<file path="config.mk">
export PLATFORM = sky130hd
export DESIGN_NAME = bftm_ctrl
export DESIGN_NICKNAME = d
export VERILOG_FILES = /design/src/bftm_pkg.sv /design/src/bftm_ctrl.sv
export SDC_FILE = /design/constraint.sdc
export NUM_CORES = 1
export LEC_CHECK = 0
export BUFFER_PORTS_ARGS = -buffer_cell sky130_fd_sc_hd__buf_2
export CAP_MARGIN = 10
export CORE_AREA = 2 2 39 41
export CTS_CLUSTER_SIZE = 20
export DETAILED_ROUTE_END_ITERATION = 6
export DIE_AREA = 0 0 41 43
export HOLD_SLACK_MARGIN = 0.1
export PLACE_DENSITY = 0.51
export SYNTH_ARGS = -nofsm -noshare
export SYNTH_HDL_FRONTEND = slang
export SYNTH_SLANG_ARGS = --single-unit
</file>
<file path="constraint.sdc">
create_clock -name clock -period 2.9 [get_ports clock]
set_input_delay 0.145 -clock clock [delete_from_list [all_inputs] [get_ports clock]]
set_output_delay 0.145 -clock clock [all_outputs]
set_load 0.02 [all_outputs]
</file>
<file path="src/bftm_pkg.sv">
// bftm_pkg: shared types, codes and the command decoder of the tape machine
// used by bftm_ctrl, bftm_dpath and bf_tape_machine_core; no dependencies

package bftm_pkg;

   localparam int BYTE_W   = 8;
   localparam int CODE_W   = 3;
   localparam int PC_OUT_W = 13;
   localparam int DP_OUT_W = 12;

   localparam logic [BYTE_W-1:0] CHAR_RIGHT = 8'h3E;
   localparam logic [BYTE_W-1:0] CHAR_LEFT  = 8'h3C;
   localparam logic [BYTE_W-1:0] CHAR_INC   = 8'h2B;
   localparam logic [BYTE_W-1:0] CHAR_DEC   = 8'h2D;
   localparam logic [BYTE_W-1:0] CHAR_OUT   = 8'h2E;
   localparam logic [BYTE_W-1:0] CHAR_IN    = 8'h2C;
   localparam logic [BYTE_W-1:0] CHAR_OPEN  = 8'h5B;
   localparam logic [BYTE_W-1:0] CHAR_CLOSE = 8'h5D;

   typedef enum logic [1:0] {
      OP_APPEND  = 2'd0,
      OP_STEP    = 2'd1,
      OP_RESTART = 2'd2,
      OP_CLEAR   = 2'd3
   } op_type;

   typedef enum logic [CODE_W-1:0] {
      CMD_RIGHT = 3'd0,
      CMD_LEFT  = 3'd1,
      CMD_INC   = 3'd2,
      CMD_DEC   = 3'd3,
      CMD_OUT   = 3'd4,
      CMD_IN    = 3'd5,
      CMD_OPEN  = 3'd6,
      CMD_CLOSE = 3'd7
   } cmd_code_type;

   typedef enum logic [2:0] {
      ST_OK        = 3'd0,
      ST_DONE      = 3'd1,
      ST_UNMATCHED = 3'd2,
      ST_END_MEM   = 3'd3,
      ST_FULL      = 3'd4
   } status_type;

   typedef struct packed {
      op_type              operation;
      logic [BYTE_W-1:0]   program_char;
      logic [BYTE_W-1:0]   in_byte;
      logic                in_byte_valid;
   } bftm_req_type;

   typedef struct packed {
      logic [BYTE_W-1:0]   out_byte;
      logic                out_valid;
      status_type          status;
      logic [PC_OUT_W-1:0] program_counter;
      logic [DP_OUT_W-1:0] data_pointer;
   } bftm_rsp_type;

   typedef struct packed {
      logic load_req;
      logic dispatch;
      logic exec;
      logic scan_step;
      logic scan_check;
      logic wipe;
      logic publish;
   } bftm_cmd_type;

   typedef struct packed {
      op_type op;
      logic   step_blocked;
      logic   jump;
      logic   scan_fail;
      logic   found;
      logic   wipe_last;
      logic   slot_free;
   } bftm_flags_type;

   typedef struct packed {
      logic         hit;
      cmd_code_type code;
   } encoded_type;

   function automatic encoded_type encode_char(input logic [BYTE_W-1:0] ch);
      encoded_type enc;
      enc.hit  = 1'b1;
      enc.code = CMD_RIGHT;
      case (ch)
         CHAR_RIGHT: enc.code = CMD_RIGHT;
         CHAR_LEFT:  enc.code = CMD_LEFT;
         CHAR_INC:   enc.code = CMD_INC;
         CHAR_DEC:   enc.code = CMD_DEC;
         CHAR_OUT:   enc.code = CMD_OUT;
         CHAR_IN:    enc.code = CMD_IN;
         CHAR_OPEN:  enc.code = CMD_OPEN;
         CHAR_CLOSE: enc.code = CMD_CLOSE;
         default:    enc.hit  = 1'b0;
      endcase
      return enc;
   endfunction

endpackage

</file>
<file path="src/bftm_ctrl.sv">
// bftm_ctrl: sequencing state machine of the tape machine
// depends on bftm_pkg

module bftm_ctrl (
   input  logic                     clock,
   input  logic                     reset,
   input  logic                     req_valid,
   output logic                     req_ready,
   input  bftm_pkg::bftm_flags_type flags,
   output bftm_pkg::bftm_cmd_type   cmd
);
   import bftm_pkg::*;

   typedef enum logic [2:0] {
      S_WIPE_INIT,
      S_IDLE,
      S_DISPATCH,
      S_EXEC,
      S_SCAN_STEP,
      S_SCAN_CHECK,
      S_WIPE,
      S_RESP
   } state_type;

   state_type state_ff;
   state_type state_in;

   always_ff @(posedge clock) begin
      if (reset) begin
         state_ff <= S_WIPE_INIT;
      end else begin
         state_ff <= state_in;
      end
   end

   always_comb begin
      state_in = state_ff;
      cmd      = '0;
      case (state_ff)
         S_WIPE_INIT: begin
            cmd.wipe = 1'b1;
            if (flags.wipe_last) begin
               state_in = S_IDLE;
            end
         end
         S_IDLE: begin
            if (req_valid) begin
               cmd.load_req = 1'b1;
               state_in     = S_DISPATCH;
            end
         end
         S_DISPATCH: begin
            cmd.dispatch = 1'b1;
            case (flags.op)
               OP_STEP:    state_in = flags.step_blocked ? S_RESP : S_EXEC;
               OP_RESTART: state_in = S_WIPE;
               default:    state_in = S_RESP;
            endcase
         end
         S_EXEC: begin
            cmd.exec = 1'b1;
            state_in = flags.jump ? S_SCAN_STEP : S_RESP;
         end
         S_SCAN_STEP: begin
            cmd.scan_step = 1'b1;
            state_in      = flags.scan_fail ? S_RESP : S_SCAN_CHECK;
         end
         S_SCAN_CHECK: begin
            cmd.scan_check = 1'b1;
            state_in       = flags.found ? S_RESP : S_SCAN_STEP;
         end
         S_WIPE: begin
            cmd.wipe = 1'b1;
            if (flags.wipe_last) begin
               state_in = S_RESP;
            end
         end
         S_RESP: begin
            if (flags.slot_free) begin
               cmd.publish = 1'b1;
               state_in    = S_IDLE;
            end
         end
         default: begin
            state_in = S_IDLE;
         end
      endcase
   end

   assign req_ready = (state_ff == S_IDLE);

endmodule

</file>
==> flow_metrics.tcl, run 1 <==
set metrics [dict create \
    combPwrFrac_pct 29.4 \
    synth_nets 57 \
    track_usage_pct 10.8 \
    via_per_inst 4.68 \
    antenna_found_initial 0 \
    grt_max_degree 15 \
    diodes 0 \
    start_util_pct 24.3 \
    ys_seq_area_share_pct 17.8 \
    insertion_delay_ns 0.24 \
    synthCells 44 \
    grt_pass1_vias 316 \
    final_cell_mix "18 x buf_2, 5 x nor2b_1, 4 x inv_1" \
    status "complete, no violations" \
    drive_above_1_share_pct 37.5 \
    path_clk_slew_ns 0.04 \
    top_regs "state_ff: 3 flops" \
    slew_headroom_pct 73.6 \
    synth-seq-cells 3 \
    required_ns 2.76 \
    grt_setup_unrepaired "no" \
    slowest_delay_ns 0.55 \
    antenna_left 0 \
    grt_first_pass_wirelength_um 1300 \
    netlist_area_sq_um 337 \
    crit_type "flop to output pin" \
    critPathTopFamily "flip-flops" \
    finalClockSkew_ns 0.00281 \
    io_pins 19 \
    clock-sinks 3 \
    dp.cells 76 \
    timing.fmax_mhz 623 \
    overflow 0 \
    die_w_um 41 \
    power_w 0.000181 \
    area_growth_syn_to_layout_pct 35.7 \
    peakVddDrop_v 0.000224 \
    critical_path.slowest_cell "dfxtp_1" \
    wl_met1_um 384 \
    slew_viol_final 0 \
    fp.dieH_um 43 \
    wl_um 799 \
    top_register "state_ff" \
    final_common_cell "buf_2" \
    worstMarginPinSlew_ns 0.395 \
    io_buffers 18 \
    drtIter0Drc 13 \
    setup_viol 0 \
    cp-start-kind "flop" \
    core_sq_um 1380 \
    postCtsResizedCells 0 \
    firstDrtPassIters 4 \
    dp_hpwl_um 637 \
    wl_met3_um 60 \
    hold_viol 0 \
    routabilityCongestion 0.679 \
    routedWlPerCell_um 9.99 \
    clockBufferDepth 2 \
    drc_errors 0 \
    fin_crit_sh_pct 55.4 \
    ys_types 24 \
    fin_tns_setup_ns 0 \
    vias 374 \
    layout_min_cycle_time_ns 1.61 \
    fillers 160 \
    wl_met2_um 353 \
    internal_power_w 0.000121 \
    nNetsFinal 78 \
    cap_violations 0 \
    cts_tree "built" \
    hold_buffers 0 \
    p_leak_nw 0.239 \
    postSynthAreaPerCell_sq_um 7.65 \
    worstSetupEndpointType "output pin" \
    largest_reg_flops 3 \
    cts_buffers 3 \
    hp-class "primary input to flop" \
    critical_path_buf_inv_count 1 \
    clockPowerShare_pct 41.6 \
    die_area_sq_um 1760 \
    power_frac_seq_pct 29.0 \
    arrival_ns 1.46 \
    top_layer_used "met3" \
    switchingPower_w 0.0000593 \
    num_rows 14 \
    swShare_pct 32.8 \
    yosys_warnings 0 \
    p_per_area_nw_per_um2 396 \
    cts_setup_buffers 0 \
    clockRootBuffer "clkbuf_4" \
    htree_num_levels 1 \
    cp_cell_sequence "nor2b_1, and3b_1, buf_2" \
    layout.cells.non_filler 80 \
    worstPathMaxFanout 14 \
]
==> per-layer routing <==
metal	global-route usage (%)	vias to the layer above
li1	-	196
met5	0	-
met1	13.8	166
met3	6.28	0
met4	2.00	0
met2	15.6	12
==> logic make-up (layout without fill, tap and decap cells) <==
logic type,Yosys count,count (layout),share of synthesized area [%]
and+or+nand+nor,22,22,40.9
AOI/OAI and AO/OA,11,11,24.5
buffers and inverters,6,26,9.29
DFF,3,3,17.8
adders and majority gates,2,2,7.43
==> synthesized netlist by cell type <==
cell type / number / area [sq um]
and2b_1: 1 / 7.51
inv_1: 4 / 15.0
buf_2: 1 / 5.00
a311o_1: 1 / 10.0
o41ai_1: 1 / 8.76
ha_1: 2 / 25.0
and2_1: 2 / 12.5
a222oi_1: 1 / 10.0
or2_2: 1 / 6.26
a211o_1: 1 / 8.76
nand2_1: 3 / 11.3
a221oi_2: 1 / 15.0
nor2b_1: 5 / 31.3
or4b_1: 1 / 10.0
dfxtp_1: 3 / 60.1
nand3_1: 1 / 5.00
a21oi_1: 3 / 15.0
or2b_1: 1 / 7.51
and2b_4: 1 / 10.0
nor2_1: 3 / 11.3
o21ai_0: 3 / 15.0
and3b_1: 2 / 17.5
nor3b_1: 1 / 7.51
buf_6: 1 / 11.3
==> final timing paths <==
kind / startpoint / to / slack, ns / depth (start not counted)
min: reset / state_ff[0] / 0.12 / 2
max: state_ff[0] / cmd[6] / 1.29 / 3
min reg2reg: state_ff[2] / state_ff[2] / 0.59 / 2
max reg2reg: state_ff[0] / state_ff[1] / 1.39 / 3
==> power groups by stage <==
stage	Sequential (W)	Clock (W)	Combinational (W)
after CTS	0.0000522	0.0000773	0.0000539
after floorplan	0.0000474	0	0.0000405
after global placement	0.0000530	0	0.0000538
final	0.0000523	0.0000752	0.0000532
after global routing	0.0000535	0.0000861	0.0000597
after detailed placement	0.0000529	0	0.0000537
==> metrics by stage <==
step	hold WS, ns	util, %	worst slack, ns	instance area [sq um]
final	0.119	33.0	1.29	457
after global routing	0.114	33.0	1.16	457
after CTS	0.115	33.0	1.28	457
after detailed placement	0.363	31.1	1.38	430
after global placement	0.366	31.1	1.33	430
after floorplan	0.211	-	1.49	337
==> layout make-up <==
| class | count | area [sq um] | share of cell area, % |
|---|---|---|---|
| Clock buffer | 4 | 26.3 | 5.75 |
| Sequential cell | 3 | 60.1 | 13.2 |
| Inverter | 4 | 15.0 | 3.29 |
| Timing Repair Buffer | 18 | 90.1 | 19.7 |
| Multi-Input combinational cell | 35 | 245 | 53.7 |
| Tap cell | 16 | 20.0 | 4.38 |
==> worst reg2reg max path: cells and delay by family, from the launching register on <==
family | cells | cell delay, ns
AO/OA/AOI/OAI | 2 | 0.51
flip-flops | 1 | 0.55
AND/OR/NAND/NOR | 1 | 0.33
Note: power is estimated with default switching activity, not from simulation.
==> inputs of run 2 (changes only) <==
clock period = 1.7 ns   (was 2.9 ns; I/O delays follow)
==> run 2 against run 1 <==
Against the previous run:
- clock power up 73%
- final cell count increased by 1.3%
- worst setup slack lost 1.1 ns
- critical endpoint unchanged
- largest power group unchanged
==> flow_metrics.tcl, run 2 (same netlist as run 1, synthesis figures left out) <==
set metrics [dict create \
    antenna_found_initial 0 \
    fin_crit_sh_pct 90.0 \
    insertion_delay_ns 0.24 \
    peakVddDrop_v 0.000534 \
    internal_power_w 0.000209 \
    crit_start "state_ff[0]" \
    routabilityCongestion 0.678 \
    firstDrtPassIters 4 \
    timing.rr.start "state_ff[0]" \
    final_cell_mix "18 x buf_2, 5 x nor2b_1, 4 x inv_1" \
    die_area_sq_um 1760 \
    start_util_pct 24.3 \
    antenna_left 0 \
    grt_max_degree 15 \
    largest_reg_flops 3 \
    fillers 153 \
    grt_pass1_vias 295 \
    diodes 0 \
    worstSetupEndpointType "output pin" \
    grt_setup_unrepaired "no" \
    clock-sinks 3 \
    overflow 0 \
    routedWlPerCell_um 10.0 \
    fp.dieH_um 43 \
    top_regs "state_ff: 3 flops" \
    hold_buffers 1 \
    arrival_ns 1.44 \
    cts_setup_buffers 0 \
    layout_min_cycle_time_ns 1.53 \
    place_ws_ns 0.172 \
    vias 369 \
    top_register "state_ff" \
    hp-class "primary input to flop" \
    area_growth_syn_to_layout_pct 38.7 \
    setup_ws_ns 0.170 \
    htree_num_levels 1 \
    cts_buffers 3 \
    slew_headroom_pct 74.2 \
    drive_above_1_share_pct 36.9 \
    finish.instance_area_sq_um 467 \
    core_sq_um 1380 \
    die_w_um 41 \
    grt_first_pass_wirelength_um 1250 \
    placed_area_sq_um 430 \
    slew_viol_final 0 \
    dp_hpwl_um 643 \
    postCtsResizedCells 0 \
    status "complete, no violations" \
    finalClockSkew_ns 0.00343 \
    timing.fmax_mhz 654 \
    p_per_area_nw_per_um2 668 \
    reg2reg_depth 3 \
    track_usage_pct 10.8 \
    worstMarginPinSlew_ns 0.386 \
    cts_tree "built" \
    power_frac_seq_pct 28.5 \
    drtIter0Drc 9 \
    cap_violations 0 \
    cp-start-kind "flop" \
    io_pins 19 \
    worstSetupEndpoint "cmd[6]" \
    setup_viol 0 \
    worstPathMaxFanout 14 \
    via_per_inst 4.56 \
    drc_errors 0 \
    combPwrFrac_pct 29.8 \
    nNetsFinal 79 \
    swShare_pct 33.0 \
    path_clk_slew_ns 0.04 \
    clockBufferDepth 2 \
    final_common_cell "buf_2" \
    p_leak_nw 0.243 \
    fin_tns_setup_ns 0 \
    clockPowerShare_pct 41.7 \
    clockRootBuffer "clkbuf_4" \
    num_rows 14 \
    r2r-end "state_ff[1]" \
    holdWs_ns 0.127 \
    hold_viol 0 \
    switchingPower_w 0.000103 \
    crit_type "flop to output pin" \
    utilization_pct 33.7 \
    r2r_slack_ns 0.20 \
    io_buffers 18 \
    required_ns 1.62 \
    wl_um 810 \
]
[run 2: cell types whose count changed in the layout (fill, tap and decap cells not counted), sizes merged]
cell / before / now
dlygate4sd3: 0 / 1
[run 2: power by group through the flow]
stage               registers [W]   logic, W  clock network (W)
finish                  0.0000886  0.0000929           0.000130
global route            0.0000904   0.000105           0.000147
CTS                     0.0000889  0.0000939           0.000134
detailed placement      0.0000901  0.0000920                  0
global placement        0.0000905  0.0000919                  0
floorplan               0.0000809  0.0000692                  0
[run 2: worst min-delay path by stage]
stage / start / endpoint / slack, ns / cells after the start
2_1_floorplan: reset / state_ff[0] / 0.15 / 1
3_3_place_gp: reset / state_ff[0] / 0.30 / 2
3_5_place_dp: reset / state_ff[0] / 0.30 / 2
4_1_cts: flags[1] / state_ff[0] / 0.12 / 3
5_1_grt: flags[1] / state_ff[0] / 0.13 / 3
6_report: flags[1] / state_ff[0] / 0.13 / 3
[run 2: through the flow]
step / instances / power (W)
floorplan: 44 / 0.000150
global placement: 76 / 0.000182
detailed placement: 76 / 0.000182
CTS: 81 / 0.000317
global route: 81 / 0.000342
finish: 81 / 0.000312
[run 2: critical path: stages (launching register included)]
cell and delay [ns]:
dfxtp_1 0.54, nor2b_1 0.32, and3b_1 0.19, buf_2 0.15
[run 2: layout make-up]
cell class | count | area, sq um | area share, %
Sequential cell | 3 | 60.1 | 12.9
Inverter | 4 | 15.0 | 3.22
Timing Repair Buffer | 19 | 100 | 21.4
Clock buffer | 4 | 26.3 | 5.63
Multi-Input combinational cell | 35 | 245 | 52.5
Tap cell | 16 | 20.0 | 4.29
[run 2: per-layer routing]
metal	wire [um]	track usage (%)
met1	372	12.8
met2	341	14.4
met3	83	6.81
met4	11	6.00
met5	0	0
==> inputs of run 3 (changes only) <==
--- a/config.mk
+++ b/config.mk
@@ -13,4 +13,4 @@
 export DIE_AREA = 0 0 41 43
-export HOLD_SLACK_MARGIN = 0.1
-export PLACE_DENSITY = 0.51
+export HOLD_SLACK_MARGIN = 0.06
+export PLACE_DENSITY_LB_ADDON = 0.25
 export SYNTH_ARGS = -nofsm -noshare
--- a/constraint.sdc
+++ b/constraint.sdc
@@ -3,2 +3,2 @@
 set_output_delay 0.085 -clock clock [all_outputs]
-set_load 0.02 [all_outputs]
+set_load 0.01 [all_outputs]
==> run 3 against run 2 <==
Against the previous run:
- non-clock buffer count shrank 1
- clock power is 6% lower
- flip-flop and latch count is the same
- largest cell class unchanged
- largest power group unchanged
==> flow_metrics.tcl, run 3 (same netlist as run 1, synthesis figures left out) <==
set metrics [dict create \
    status "complete, no violations" \
    holdWs_ns 0.0655 \
    required_ns 1.62 \
    layout_min_cycle_time_ns 1.50 \
    cts_buffers 3 \
    critical_path_buf_inv_count 1 \
    diodes 0 \
    postCtsResizedCells 0 \
    top_regs "state_ff: 3 flops" \
    cts_setup_buffers 0 \
    cp-start-kind "flop" \
    grt_first_pass_wirelength_um 1100 \
    reg2reg_depth 3 \
    worstSetupEndpointType "output pin" \
    track_usage_pct 9.71 \
    clockRootBuffer "clkbuf_4" \
    dp_hpwl_um 619 \
    core_sq_um 1380 \
    area_growth_syn_to_layout_pct 35.7 \
    nNetsFinal 78 \
    p_leak_nw 0.239 \
    fp.dieH_um 43 \
    cap_violations 0 \
    hold_viol 0 \
    timing.fmax_mhz 668 \
    largest_reg_flops 3 \
    via_per_inst 4.65 \
    fillers 159 \
    drtIter0Drc 6 \
    cts_tree "built" \
    grt_setup_unrepaired "no" \
    die_area_sq_um 1760 \
    r2r-end "state_ff[1]" \
    finalClockSkew_ns 0.00126 \
    power_w 0.000292 \
    setup_viol 0 \
    worstPathMaxFanout 14 \
    p_per_area_nw_per_um2 640 \
    start_util_pct 24.3 \
    top_register "state_ff" \
    arrival_ns 1.41 \
    hold_end "state_ff[0]" \
    slowest_delay_ns 0.54 \
    cp_cell_sequence "nor2b_1, and3b_1, buf_2" \
    min_path_cells 2 \
    peakVddDrop_v 0.000221 \
    num_rows 14 \
    hp-class "primary input to flop" \
    critical_path.slowest_cell "dfxtp_1" \
    clock-sinks 3 \
    worstMarginPinSlew_ns 0.384 \
    hold_buffers 0 \
    io_pins 19 \
    grt_pass1_vias 291 \
    critPathTopFamily "flip-flops" \
    timing.rr.start "state_ff[0]" \
    crit_type "flop to output pin" \
    fin_crit_sh_pct 88.1 \
    vias 372 \
    firstDrtPassIters 4 \
    path_clk_slew_ns 0.03 \
    drc_errors 0 \
    hold_path.startpoint "reset" \
    wl_um 754 \
    io_buffers 18 \
    routabilityCongestion 0.646 \
    final_cell_mix "18 x buf_2, 5 x nor2b_1, 4 x inv_1" \
    die_w_um 41 \
    slew_headroom_pct 74.4 \
    fin_tns_setup_ns 0 \
    drive_above_1_share_pct 37.5 \
    clockBufferDepth 2 \
    routedWlPerCell_um 9.43 \
    multiInputGateArea_sq_um 245 \
    grt_max_degree 15 \
    antenna_found_initial 0 \
    insertion_delay_ns 0.23 \
    overflow 0 \
    r2r_slack_ns 0.23 \
    seq_area_sq_um 60.1 \
    htree_num_levels 1 \
    antenna_left 0 \
    final_common_cell "buf_2" \
    slew_viol_final 0 \
]
run 3: worst max path at each step:
stage                              to   startpoint  depth (start not counted)  slack (ns)
after global placement    state_ff[1]  state_ff[0]                          3        0.23
after floorplan           state_ff[0]  state_ff[2]                          4        0.46
after CTS                      cmd[6]  state_ff[0]                          3        0.19
final                          cmd[6]  state_ff[0]                          3        0.20
after global routing           cmd[6]  state_ff[0]                          3        0.07
after detailed placement  state_ff[1]  state_ff[0]                          3        0.20
run 3: cell type report:
type	count	area share [%]
timing repair buffer	18	19.7
tap	16	4.38
inverter	4	3.29
sequential	3	13.2
clock buffer	4	5.75
multi-input combinational	35	53.7
run 3: layer usage:
metal  vias to the layer above  track usage [%]  share of wire, %
li1                        194                -                 -
met2                        12             14.4                49
met4                         0             4.00                 0
met1                       166             9.55                42
met5                         -                0                 0
met3                         0             7.85               8.9
run 3: stage by stage:
| step | setup WS, ns | instance area [sq um] | instances | utilization (%) |
|---|---|---|---|---|
| 5_1_grt | 0.0709 | 457 | 80 | 33.0 |
| 2_1_floorplan | 0.462 | 337 | 44 | - |
| 3_3_place_gp | 0.233 | 430 | 76 | 31.1 |
| 6_report | 0.202 | 457 | 80 | 33.0 |
| 4_1_cts | 0.187 | 457 | 80 | 33.0 |
| 3_5_place_dp | 0.197 | 430 | 76 | 31.1 |
run 3: where the power goes:
group | internal [W] | switching [W] | leakage, nW
clock | 0.0000878 | 0.0000345 | 0.0150
combinational | 0.0000431 | 0.0000380 | 0.199
sequential | 0.0000758 | 0.0000132 | 0.0245
